==> src/iirtdf2_pkg.sv <==
package iirtdf2_pkg;

  localparam int MAX_ORDER   = 8;
  localparam int SAMPLE_BITS = 24;
  localparam int COEF_BITS   = 32;
  localparam int STATE_BITS  = SAMPLE_BITS + 16;
  localparam int COEF_FRAC   = COEF_BITS - 4;
  localparam int NUM_COEFS   = 2 * MAX_ORDER + 1;

  localparam int ORDER_W   = 4;
  localparam int SNAP_W    = 20;
  localparam int CFG_IDX_W = 1;
  localparam int CFG_DAT_W = 20;
  localparam int CMD_W     = 2;
  localparam int CIDX_W    = 5;

  localparam int ORD_W  = $clog2(MAX_ORDER + 1);
  localparam int CNT_W  = $clog2(NUM_COEFS);
  localparam int ST_AW  = (MAX_ORDER > 1) ? $clog2(MAX_ORDER) : 1;
  localparam int PROD_W = SAMPLE_BITS + COEF_BITS;
  localparam int RND_W  = PROD_W + 1 - COEF_FRAC;
  localparam int ACC_W  = STATE_BITS + 2;

  typedef enum logic [CMD_W-1:0] {
    CMD_FILTER    = 2'd0,
    CMD_LOAD_COEF = 2'd1,
    CMD_FILL      = 2'd2,
    CMD_NONE      = 2'd3
  } cmd_t;

  localparam logic [CFG_IDX_W-1:0] CFG_ORDER = 1'b0;
  localparam logic [CFG_IDX_W-1:0] CFG_SNAP  = 1'b1;

  typedef enum logic [2:0] {
    STEP_Y = 3'b001,
    STEP_B = 3'b010,
    STEP_A = 3'b100
  } step_t;

  typedef enum logic [2:0] {
    ST_IDLE  = 3'b001,
    ST_RUN   = 3'b010,
    ST_DRAIN = 3'b100
  } fsm_t;

  typedef struct packed {
    logic             vld;
    step_t            step;
    logic [ST_AW-1:0] idx;
  } tag_t;

  // Round a Q.51 product to Q.23: add half an LSB, then floor.
  function automatic logic signed [RND_W-1:0] rnd_prod(input logic signed [PROD_W-1:0] p);
    logic signed [PROD_W:0] s;
    s = {p[PROD_W-1], p} + ((PROD_W+1)'(1) << (COEF_FRAC - 1));
    return s[PROD_W:COEF_FRAC];
  endfunction

  function automatic logic signed [SAMPLE_BITS-1:0] sat_sample(
      input logic signed [ACC_W-1:0] v);
    if ((&v[ACC_W-1:SAMPLE_BITS-1]) || !(|v[ACC_W-1:SAMPLE_BITS-1])) begin
      return v[SAMPLE_BITS-1:0];
    end else if (v[ACC_W-1]) begin
      return {1'b1, {(SAMPLE_BITS-1){1'b0}}};
    end else begin
      return {1'b0, {(SAMPLE_BITS-1){1'b1}}};
    end
  endfunction

  function automatic logic signed [STATE_BITS-1:0] sat_state(
      input logic signed [ACC_W-1:0] v);
    if ((&v[ACC_W-1:STATE_BITS-1]) || !(|v[ACC_W-1:STATE_BITS-1])) begin
      return v[STATE_BITS-1:0];
    end else if (v[ACC_W-1]) begin
      return {1'b1, {(STATE_BITS-1){1'b0}}};
    end else begin
      return {1'b0, {(STATE_BITS-1){1'b1}}};
    end
  endfunction

endpackage

==> src/iir_transposed_df2_filter.sv <==
// IIR filter, transposed direct form II, order 1..8, a0 taken as one.
// Input channel (in_valid / in_stall) carries one item per handshake:
//   cmd 0 filters in_sample_in and gives one item on the output channel,
//   cmd 1 loads coefficient slot in_coef_index (b0..bN, then a1..aN),
//   cmd 2 fills every state element with in_fill_value; cmd 3 is dropped.
// Configuration (cfg_valid / cfg_ready, always ready) writes filter_order
// at index 0 (also clears the state) and snap_threshold at index 1; the user
// must write only while the block is idle, which the block does not enforce.
// A filter item keeps the input stalled from accept until its last state
// write lands and its result has moved out. With N the order in use, one
// shared multiplier walks b0, then b(j+1) and a(j+1) for each state element,
// fed from the coefficient and state memories at one read each per cycle.
// The result goes via y_r to the output register; load and fill do not stall.
// The output register holds its item while out_stall is high; a new item is
// still accepted, and the next filter result waits for the register to free.
// Reset (rst_n low, synchronous) zeroes state and coefficients, sets the
// order to 2 and the snap threshold to 0; no clearing pass is needed.
module iir_transposed_df2_filter (
  input  logic                                        clk,
  input  logic                                        rst_n,
  input  logic                                        in_valid,
  output logic                                        in_stall,
  input  logic [iirtdf2_pkg::CMD_W-1:0]               in_cmd,
  input  logic signed [iirtdf2_pkg::SAMPLE_BITS-1:0]  in_sample_in,
  input  logic                                        in_block_end,
  input  logic [iirtdf2_pkg::CIDX_W-1:0]              in_coef_index,
  input  logic signed [iirtdf2_pkg::COEF_BITS-1:0]    in_coef_value,
  input  logic signed [iirtdf2_pkg::STATE_BITS-1:0]   in_fill_value,
  output logic                                        out_valid,
  input  logic                                        out_stall,
  output logic signed [iirtdf2_pkg::SAMPLE_BITS-1:0]  out_sample_out,
  input  logic                                        cfg_valid,
  output logic                                        cfg_ready,
  input  logic [iirtdf2_pkg::CFG_IDX_W-1:0]           cfg_index,
  input  logic [iirtdf2_pkg::CFG_DAT_W-1:0]           cfg_data
);

  // configuration
  logic [iirtdf2_pkg::ORDER_W-1:0] order_r;
  logic [iirtdf2_pkg::SNAP_W-1:0]  snap_r;
  logic                            cfg_wr;
  logic [iirtdf2_pkg::ORD_W-1:0]   n_eff;

  // control
  iirtdf2_pkg::fsm_t               fsm_r, fsm_nxt;
  logic [iirtdf2_pkg::CNT_W-1:0]   k_r, k_nxt;
  logic [iirtdf2_pkg::ORD_W-1:0]   n_r;
  logic signed [iirtdf2_pkg::SAMPLE_BITS-1:0] x_r;
  logic                            blk_r;
  logic                            in_acc;
  logic                            start;

  // memories
  logic signed [iirtdf2_pkg::COEF_BITS-1:0]  coef_mem [iirtdf2_pkg::NUM_COEFS];
  logic signed [iirtdf2_pkg::STATE_BITS-1:0] st_mem   [iirtdf2_pkg::MAX_ORDER];
  logic [iirtdf2_pkg::NUM_COEFS-1:0]         coef_vld_r;
  logic [iirtdf2_pkg::MAX_ORDER-1:0]         st_vld_r;
  logic signed [iirtdf2_pkg::STATE_BITS-1:0] st_dflt_r;
  logic                                      coef_we;

  // issue stage
  logic [iirtdf2_pkg::CNT_W-1:0]  k_half;
  logic [iirtdf2_pkg::CNT_W-1:0]  iss_slot;
  logic [iirtdf2_pkg::CNT_W-1:0]  iss_snext;
  logic [iirtdf2_pkg::ST_AW-1:0]  iss_saddr;
  logic                           iss_use;
  iirtdf2_pkg::tag_t              iss_tag;

  // read / multiply stage
  iirtdf2_pkg::tag_t                          tag1_r;
  logic signed [iirtdf2_pkg::COEF_BITS-1:0]   coef_rd_r;
  logic signed [iirtdf2_pkg::STATE_BITS-1:0]  st_rd_r;
  logic                                       c_vld_q_r, s_vld_q_r, s_use_q_r;
  logic signed [iirtdf2_pkg::COEF_BITS-1:0]   coef_q;
  logic signed [iirtdf2_pkg::STATE_BITS-1:0]  st_q;
  logic signed [iirtdf2_pkg::SAMPLE_BITS-1:0] mul_a;

  // accumulate / writeback stage
  iirtdf2_pkg::tag_t                          tag2_r;
  logic signed [iirtdf2_pkg::PROD_W-1:0]      prod_r;
  logic signed [iirtdf2_pkg::STATE_BITS-1:0]  st2_r;
  logic signed [iirtdf2_pkg::RND_W-1:0]       rnd;
  logic signed [iirtdf2_pkg::ACC_W-1:0]       rnd_x, st2_x, sum, diff;
  logic signed [iirtdf2_pkg::ACC_W-1:0]       acc_r;
  logic signed [iirtdf2_pkg::STATE_BITS-1:0]  sv, wv;
  logic [iirtdf2_pkg::STATE_BITS-1:0]         mag;
  logic                                       st_we;

  // result
  logic signed [iirtdf2_pkg::SAMPLE_BITS-1:0] y_r;
  logic                                       y_pend_r;
  logic                                       out_load;
  logic                                       out_valid_r;
  logic signed [iirtdf2_pkg::SAMPLE_BITS-1:0] out_data_r;

  assign cfg_ready = 1'b1;
  assign cfg_wr    = cfg_valid;
  assign in_stall  = (fsm_r != iirtdf2_pkg::ST_IDLE);
  assign in_acc    = in_valid && !in_stall;
  assign start     = in_acc && (iirtdf2_pkg::cmd_t'(in_cmd) == iirtdf2_pkg::CMD_FILTER);
  assign coef_we   = in_acc && (iirtdf2_pkg::cmd_t'(in_cmd) == iirtdf2_pkg::CMD_LOAD_COEF)
                     && (int'(in_coef_index) < iirtdf2_pkg::NUM_COEFS);

  always_comb begin
    if (order_r == '0) begin
      n_eff = iirtdf2_pkg::ORD_W'(1);
    end else if (int'(order_r) > iirtdf2_pkg::MAX_ORDER) begin
      n_eff = iirtdf2_pkg::ORD_W'(iirtdf2_pkg::MAX_ORDER);
    end else begin
      n_eff = iirtdf2_pkg::ORD_W'(order_r);
    end
  end

  always_ff @(posedge clk) begin
    if (!rst_n) begin
      order_r <= iirtdf2_pkg::ORDER_W'(2);
      snap_r  <= '0;
    end else if (cfg_wr) begin
      unique case (cfg_index)
        iirtdf2_pkg::CFG_ORDER: order_r <= cfg_data[iirtdf2_pkg::ORDER_W-1:0];
        iirtdf2_pkg::CFG_SNAP:  snap_r  <= cfg_data[iirtdf2_pkg::SNAP_W-1:0];
        default: ;
      endcase
    end
  end

  // Step k walks b0, then b(j+1), a(j+1) for each state element j.
  assign k_half    = k_r >> 1;
  assign iss_snext = k_half + iirtdf2_pkg::CNT_W'(1);

  always_comb begin
    iss_tag.vld = (fsm_r == iirtdf2_pkg::ST_RUN);
    if (k_r == '0) begin
      iss_tag.step = iirtdf2_pkg::STEP_Y;
      iss_tag.idx  = '0;
      iss_slot     = '0;
      iss_saddr    = '0;
      iss_use      = 1'b1;
    end else if (k_r[0]) begin
      iss_tag.step = iirtdf2_pkg::STEP_B;
      iss_tag.idx  = k_half[iirtdf2_pkg::ST_AW-1:0];
      iss_slot     = iss_snext;
      iss_saddr    = iss_snext[iirtdf2_pkg::ST_AW-1:0];
      iss_use      = (iss_snext < iirtdf2_pkg::CNT_W'(n_r));
    end else begin
      iss_tag.step = iirtdf2_pkg::STEP_A;
      iss_tag.idx  = iirtdf2_pkg::ST_AW'(k_half - iirtdf2_pkg::CNT_W'(1));
      iss_slot     = iirtdf2_pkg::CNT_W'(n_r) + k_half;
      iss_saddr    = '0;
      iss_use      = 1'b0;
    end
  end

  always_comb begin
    fsm_nxt = fsm_r;
    k_nxt   = k_r;
    unique case (fsm_r)
      iirtdf2_pkg::ST_IDLE: begin
        if (start) begin
          fsm_nxt = iirtdf2_pkg::ST_RUN;
          k_nxt   = '0;
        end
      end
      iirtdf2_pkg::ST_RUN: begin
        if (k_r == (iirtdf2_pkg::CNT_W'(n_r) << 1)) begin
          fsm_nxt = iirtdf2_pkg::ST_DRAIN;
        end else begin
          k_nxt = k_r + iirtdf2_pkg::CNT_W'(1);
        end
      end
      iirtdf2_pkg::ST_DRAIN: begin
        // hold until the last write lands and the result has moved out
        if (!tag1_r.vld && !tag2_r.vld && !y_pend_r) begin
          fsm_nxt = iirtdf2_pkg::ST_IDLE;
        end
      end
      default: fsm_nxt = iirtdf2_pkg::ST_IDLE;
    endcase
  end

  always_ff @(posedge clk) begin
    if (!rst_n) begin
      fsm_r <= iirtdf2_pkg::ST_IDLE;
      k_r   <= '0;
    end else begin
      fsm_r <= fsm_nxt;
      k_r   <= k_nxt;
    end
  end

  always_ff @(posedge clk) begin
    if (start) begin
      x_r   <= in_sample_in;
      blk_r <= in_block_end;
      n_r   <= n_eff;
    end
  end

  // coefficient memory
  always_ff @(posedge clk) begin
    if (coef_we) begin
      coef_mem[in_coef_index] <= in_coef_value;
    end
    coef_rd_r <= coef_mem[iss_slot];
  end

  // state memory
  always_ff @(posedge clk) begin
    if (st_we) begin
      st_mem[tag2_r.idx] <= wv;
    end
    st_rd_r <= st_mem[iss_saddr];
  end

  // Entries without a valid bit read as the reset or fill value.
  always_ff @(posedge clk) begin
    if (!rst_n) begin
      coef_vld_r <= '0;
      st_vld_r   <= '0;
      st_dflt_r  <= '0;
    end else begin
      if (coef_we) begin
        coef_vld_r[in_coef_index] <= 1'b1;
      end
      if (cfg_wr && (cfg_index == iirtdf2_pkg::CFG_ORDER)) begin
        st_vld_r  <= '0;
        st_dflt_r <= '0;
      end else if (in_acc && (iirtdf2_pkg::cmd_t'(in_cmd) == iirtdf2_pkg::CMD_FILL)) begin
        st_vld_r  <= '0;
        st_dflt_r <= in_fill_value;
      end else if (st_we) begin
        st_vld_r[tag2_r.idx] <= 1'b1;
      end
    end
  end

  always_ff @(posedge clk) begin
    c_vld_q_r <= coef_vld_r[iss_slot];
    s_vld_q_r <= st_vld_r[iss_saddr];
    s_use_q_r <= iss_use;
  end

  assign coef_q = c_vld_q_r ? coef_rd_r : '0;
  assign st_q   = !s_use_q_r ? '0 : (s_vld_q_r ? st_rd_r : st_dflt_r);
  assign mul_a  = (tag1_r.step == iirtdf2_pkg::STEP_A) ? y_r : x_r;

  always_ff @(posedge clk) begin
    if (!rst_n) begin
      tag1_r <= '0;
      tag2_r <= '0;
    end else begin
      tag1_r <= iss_tag;
      tag2_r <= tag1_r;
    end
  end

  always_ff @(posedge clk) begin
    prod_r <= mul_a * coef_q;
    st2_r  <= st_q;
  end

  assign rnd   = iirtdf2_pkg::rnd_prod(prod_r);
  assign rnd_x = {{(iirtdf2_pkg::ACC_W-iirtdf2_pkg::RND_W){rnd[iirtdf2_pkg::RND_W-1]}}, rnd};
  assign st2_x = {{(iirtdf2_pkg::ACC_W-iirtdf2_pkg::STATE_BITS){st2_r[iirtdf2_pkg::STATE_BITS-1]}},
                  st2_r};
  assign sum   = rnd_x + st2_x;
  assign diff  = acc_r - rnd_x;
  assign sv    = iirtdf2_pkg::sat_state(diff);
  assign mag   = sv[iirtdf2_pkg::STATE_BITS-1] ? (~sv + iirtdf2_pkg::STATE_BITS'(1)) : sv;
  // snap small state values to zero at block end
  assign wv    = (blk_r && (mag <= iirtdf2_pkg::STATE_BITS'(snap_r))) ? '0 : sv;
  assign st_we = tag2_r.vld && (tag2_r.step == iirtdf2_pkg::STEP_A);

  always_ff @(posedge clk) begin
    if (tag2_r.vld && (tag2_r.step == iirtdf2_pkg::STEP_B)) begin
      acc_r <= sum;
    end
    if (tag2_r.vld && (tag2_r.step == iirtdf2_pkg::STEP_Y)) begin
      y_r <= iirtdf2_pkg::sat_sample(sum);
    end
  end

  assign out_load = y_pend_r && (!out_valid_r || !out_stall);

  always_ff @(posedge clk) begin
    if (!rst_n) begin
      y_pend_r    <= 1'b0;
      out_valid_r <= 1'b0;
    end else begin
      if (tag2_r.vld && (tag2_r.step == iirtdf2_pkg::STEP_Y)) begin
        y_pend_r <= 1'b1;
      end else if (out_load) begin
        y_pend_r <= 1'b0;
      end
      if (out_load) begin
        out_valid_r <= 1'b1;
      end else if (!out_stall) begin
        out_valid_r <= 1'b0;
      end
    end
  end

  always_ff @(posedge clk) begin
    if (out_load) begin
      out_data_r <= y_r;
    end
  end

  assign out_valid      = out_valid_r;
  assign out_sample_out = out_data_r;

endmodule
==> config.mk <==
export PLATFORM = sky130hd
export DESIGN_NAME = iir_transposed_df2_filter
export DESIGN_NICKNAME = d
export VERILOG_FILES = /design/src/iirtdf2_pkg.sv /design/src/iir_transposed_df2_filter.sv
export SDC_FILE = /design/constraint.sdc
export NUM_CORES = 2
export LEC_CHECK = 0
export BUFFER_PORTS_ARGS = -buffer_cell sky130_fd_sc_hd__buf_2
export CAP_MARGIN = 5
export CORE_ASPECT_RATIO = 1.5
export CORE_MARGIN = 4
export CORE_UTILIZATION = 58
export DETAILED_ROUTE_END_ITERATION = 16
export PLACE_DENSITY = 0.76
export SETUP_SLACK_MARGIN = 0.1
export SLEW_MARGIN = 20
export SYNTH_ARGS = -nofsm -noshare
export SYNTH_HDL_FRONTEND = slang
export SYNTH_SLANG_ARGS = --single-unit
==> constraint.sdc <==
create_clock -name clk -period 9.2 [get_ports clk]
set_input_delay 2.3 -clock clk [delete_from_list [all_inputs] [get_ports clk]]
set_output_delay 2.3 -clock clk [all_outputs]
set_load 0.03 [all_outputs]
### Word level (Yosys, flattened, before mapping)

Memory sizes are Yosys's and may differ from the RTL's. A register that Yosys moved wholly into a read port is not among the register bits.
Cells that the tools add are included.

* bitwise logic cells: 5
* equality and inequality tests: 16
* muxes and demuxes: 40
* $lt $le $gt $ge: 10
* reduce and logical (&&, ||, !) cells: 43
* divide/modulo/power cells: 0
* $add $sub $neg: 8
* shift-type cells: 0
* multiply operators: 1

Operators with widths (number)
* 2-to-1 mux 40 bit: 5
* 2-to-1 mux 24 bit: 3
* adder 56 x 29 -> 57 bit, second input constant: 1
* multiplier 24 x 32 -> 56 bit: 1
* subtractor 42 x 29 -> 42 bit: 1
* adder 29 x 40 -> 41 bit: 1
* adder 40 x 2 -> 40 bit, second input constant: 1
* less-or-equal comparator 40 x 20 -> 1 bit: 1
* inverter 40 bit: 1
* 2-to-1 mux 32 bit: 1
* 2-to-1 mux 5 bit: 4
* AND reduction 19 bit: 1
* OR reduction 19 bit: 1
* bitwise OR 17 bit: 1
* logical AND 1 bit: 15
* 2-to-1 mux 3 bit: 5
* 2-to-1 mux 1 bit: 13
* < comparator 5 x 6 -> 1 bit, second input constant: 2
* one-hot mux 5 bit (2 select lines): 1
* == test 3 bit, second input constant: 3
* one-hot mux 3 bit (3 select lines): 1
* AND reduction 3 bit: 3
* logical NOT 1 bit: 8
* < comparator 3 x 4 -> 1 bit, second input constant: 2
* other kinds (33): 47

* output and inout bits: 27
* bits in latches: 0
* register bits after elaboration: 331
* bits in writable memories: 864
* word-level logic and storage cells: 153
* memories kept: 2
* memory bits (read-only): 0
* input port bits: 130

Memories
* coef_mem: depth 17, width 32, read ports 1, clocked after Yosys merged registers in 1, wr ports 1, RTL line iir_transposed_df2_filter.sv:54 `logic signed [iirtdf2_pkg::COEF_BITS-1:0] coef_mem [iirtdf2_pkg::NUM_COEFS];`
* st_mem: depth 8, width 40, read ports 1, clocked after Yosys merged registers in 1, wr ports 1, RTL line iir_transposed_df2_filter.sv:55 `logic signed [iirtdf2_pkg::STATE_BITS-1:0] st_mem [iirtdf2_pkg::MAX_ORDER];`

### Longest topological paths before layout

* depth after elaboration: 12
* gate-level depth with buffers: 48
* depth with buffers taken out: 46

### Least setup slack after synthesis

Ideal clock, no wire load.

* path kind: reg-to-reg
* from: register tag1_r[4] (netlist bit)
* to: register prod_r[51] (netlist bit)
* required time: 9.128 ns
* path slack: -0.034 ns
* buffers on the path: 3
* period minus slack after synthesis: 9.234 ns
* library setup time: 0.072 ns
* arrival: 9.162 ns
* stages on the path, launching flop included: 34
* cell sequence: dfxtp_1 > nor3b_1 > clkbuf_1 > clkbuf_1 > mux2i_1 > clkbuf_1 > nor2_1 > fa_1 > inv_1 > fa_1 > inv_1 > fa_1 > fa_1 > fa_1 > inv_1 > fa_1 > inv_1 > fa_1 > ha_1 > a211oi_1 > nand2_1 > a211o_1 > nand3b_1 > o211ai_1 > a21oi_1 > o21a_1 > or3_1 > nand2_1 > o21ai_0 > o41ai_1 > nor2_1 > or2_2 > a21oi_1 > xnor2_1

* word-level cells in the longest chain between the ends: 3

RTL lines
* start: declaration: RTL line iir_transposed_df2_filter.sv:70 `iirtdf2_pkg::tag_t tag1_r;`
* start signal: assignment: RTL line iir_transposed_df2_filter.sv:252 `tag1_r <= iss_tag;`
* == test 3 bit: RTL line iir_transposed_df2_filter.sv:245 `assign mul_a = (tag1_r.step == iirtdf2_pkg::STEP_A) ? y_r : x_r;`
* 2-to-1 mux 24 bit: RTL line iir_transposed_df2_filter.sv:245
* multiplier 24 x 32 -> 56 bit: RTL line iir_transposed_df2_filter.sv:258 `prod_r <= mul_a * coef_q;`
* end signal: assignment: RTL line iir_transposed_df2_filter.sv:258
* end: declaration: RTL line iir_transposed_df2_filter.sv:80 `logic signed [iirtdf2_pkg::PROD_W-1:0] prod_r;`

No other way between the ends.
A chain may end at the register's enable or synchronous reset.

### Worst setup path in the final report

* from: register tag1_r[3] (netlist bit)
* to: register prod_r[54] (netlist bit)

Same word-level chain as after synthesis.

==> run_results.csv <==
group,metric,value,unit
routing,route.antenna.remaining_nets,0,
final_layout,num-nets-final,8192,
critical_path,critPathSlowestCell,"fa_1",
timing,finalCriticalPeriod,8825,ps
timing,final-hold-violation-count,0,
routing,first_pass_iters,6,
global_routing,use_met2,53.87,%
yosys,postSynthCellCount,6897,
critical_path,ff2ff_setup_slack,370,ps
critical_path,cp_slowest_stage_delay,550,ps
critical_path,crit_type,"reg2reg",
timing,drv_slew,0,
timing,layout_setup_ws,374.6,ps
clock_network,cts_num_sinks,1239,
critical_path,rr_worst_depth,33,
yosys,synth-edff-count,982,
critical_path,path_max_fanout,12,
yosys,syn-num-nets,8049,
hold_path,holdPathStages,1,
timing,skew,57.66,ps
pwr,power_frac_comb,16.3,%
yosys,ys_seq_area_share,44.22,%
pwr,seqPwrFrac,48.0,%
clock_network,clockBufferDepth,3,
critical_path,end_kind,"flop",
clock_network,clk_latency,760,ps
place,numPortBuffers,155,
pwr,p_leak,32.74,nW
die,die-area,141100,um^2
clock_network,path_clk_slew,70,ps
yosys,synth-main-ff-cell,"edfxtp_1",
place,pre_cts_slack,-67.91,ps
clock_network,cts_max_level,3,
final_layout,final_util,64.68,%
critical_path,startpoint_type,"flop",
critical_path,cp.arrival,9490,ps
global_routing,grt-ovfl-total,0,
yosys,async_flop_share,0,%
pwr,p_switching,3.588,mW
yosys,syn_avg_cell_area,11.36,um^2
yosys,ys_ff_latch,1239,
hold_path,hold_path.class,"reg2reg",
place,dp_cells,8643,
clock_network,cts_tree,"yes",
die,io_pins,157,
timing,worst_slew_pin_slew,1177,ps
routing,wl_per_cell,24.89,um
global_routing,antenna_found_initial,21,
die,core,133600,um^2
critical_path,cpMostUsedCell,"fa_1",
die,die_h,458.1,um
yosys,ys_warn_count,0,
pwr,ir_worst_vdd,0.1822,mV
run,maxCapViolCount,0,
place,routabilityCongestion,0.9886,
global_routing,grt_pass1_wl,332.1,mm
pwr,finalPower,13.20,mW
outcome,status,"finished, final reports clean",
clock_network,cts_buffers,108,
critical_path,critical_path_depth,33,
clock_network,cts_hold_buffers,0,
pwr,power.density,152.7,nW/um^2
die,die_w,308.0,um
routing,drt_iter0_drc,4898,
pwr,clkPwrFrac,35.7,%
global_routing,use_met1,36.62,%
final_layout,instances_no_fill,8886,
global_routing,grt_max_degree,265,
final_layout,area_growth,10.32,%
critical_path,cp.required,9870,ps
final_layout,fillerInstances,9925,
clock_network,cts-root-buf,"clkbuf_16",
global_routing,grt_pass1_vias,55980,
global_routing,grt_usage,31.42,%
timing,maxSlewHeadroom,21.53,%
timing,min_period_over_period,95.93,%
pwr,internal_power,9.608,mW
place,hpwl,156.2,mm
die,initial_core_util,58.63,%
routing,drc,0,
pwr,p_sw_share,27.19,%
yosys,synth_area,78320,um^2
timing,whs,443.3,ps
global_routing,top_usage_layer,"met2",
routing,vias,53800,
routing,drt_wl_total,221.2,mm
critical_path,cp_num_buf_inv,7,
global_routing,met3_usage,5.156,%
timing,max_freq,113.3,MHz
timing,finalSetupViolations,0,
die,num_rows,164,
routing,vias_per_cell,6.054,
final_layout,drive_above_1_share,11.98,%
critical_path,path_delay_family,"adder cells",
yosys,synthDistinctLibCells,103,
layout by cell type (no fill, tap or decap), drive strengths merged, types with 224 or more instances in the layout:
cell type,count
inv,850
edfxtp,982
and2,224
fa,786
ha,236
nand2,1077
a21oi,246
nor2,444
buf,397
dfxtp,257
Yosys cell counts, drive strengths merged (82+ instances only):
master  count  area (um^2)
a211oi    212         1604
a21oi     246         1235
a31oi      91        569.3
and2      224         1401
clkbuf    327         1229
dfxtp     257         5145
edfxtp    982        29490
fa        786        15740
ha        236         2953
inv       839         3149
mux4       82         1847
nand2    1077         4043
nor2      444         1667
o21ai      98        494.2
xnor2      96        859.6
power groups by stage:
stage	clock [mW]	sequential (mW)	combinational (mW)
2_1_floorplan	0	6.43	1.34
3_3_place_gp	0	6.45	2.01
5_1_grt	5.01	6.34	2.34
4_1_cts	4.76	6.33	2.07
3_5_place_dp	0	6.46	2.05
6_report	4.71	6.34	2.15
worst reg2reg max path: cells and delay by family, from the launching register on:
kind	cells	cell delay [ps]
AO/OA/AOI/OAI	10	2030
XOR/XNOR	1	120
adder cells (fa/ha/maj)	8	3720
buffers and inverters	7	990
flip-flops	1	330
multiplexers	1	360
AND/OR/NAND/NOR	6	1200
routing by layer:
layer,vias to the layer above,part of all wire (%)
li1,23510,-
met1,26950,34
met2,2527,50
met3,796,7.8
met4,12,8.3
met5,-,0.033
repair_timing:
| item | in CTS | in global routing |
|---|---|---|
| endpoints found under the setup margin | 326 | 330 |
| buffers inserted | 4 | 22 |
| gates cloned | 0 | 4 |
| pin swaps | 0 | 13 |
| gates resized for setup | 14 | 66 |
logic make-up after synthesis:
family	Yosys count	synth area share (%)
other	1	0.004788
adder cells (fa/ha/maj)	1022	23.86
XOR/XNOR	141	1.601
multiplexers	214	4.145
AND/OR/NAND/NOR	2093	11.85
AO/OA/AOI/OAI	980	8.489
buffers and inverters	1207	5.828
flip-flops	1239	44.22
layout make-up:
cell class,count,area (um^2),share of cell area (%)
clock inverter,53,613.1,0.7095
timing repair buffer,399,2888,3.342
clock buffer,152,3123,3.614
antenna,8,20.02,0.02317
inverter,840,3153,3.649
sequential,1239,34640,40.09
tap,1743,2181,2.524
multi-input combinational,4452,39790,46.05
registers in the layout, summed over array words and instances, names as in the netlist, 20 cells and up:
signal	count
coef_mem	544
st_mem	320
acc_r	41
st2_r	40
st_dflt_r	40
st_rd_r	40
coef_rd_r	32
prod_r	29
out_sample_out	24
x_r	24
y_r	24
snap_r	20
path summary, 6_finish.rpt:
kind / start / endpoint
max: tag1_r[3] / prod_r[54]
min: coef_mem[16][23] / coef_rd_r[23]
max reg2reg: tag1_r[3] / prod_r[54]
min reg2reg: coef_mem[16][23] / coef_rd_r[23]
through the flow:
step / instance area [um^2] / TNS, ps
after floorplan: 78330 / 0
after CTS: 85850 / 0
after detailed placement: 82000 / -4481
after global placement: 82000 / 0
final: 86410 / 0
after global routing: 86390 / -5.126
(Power assumes the default switching activity.)
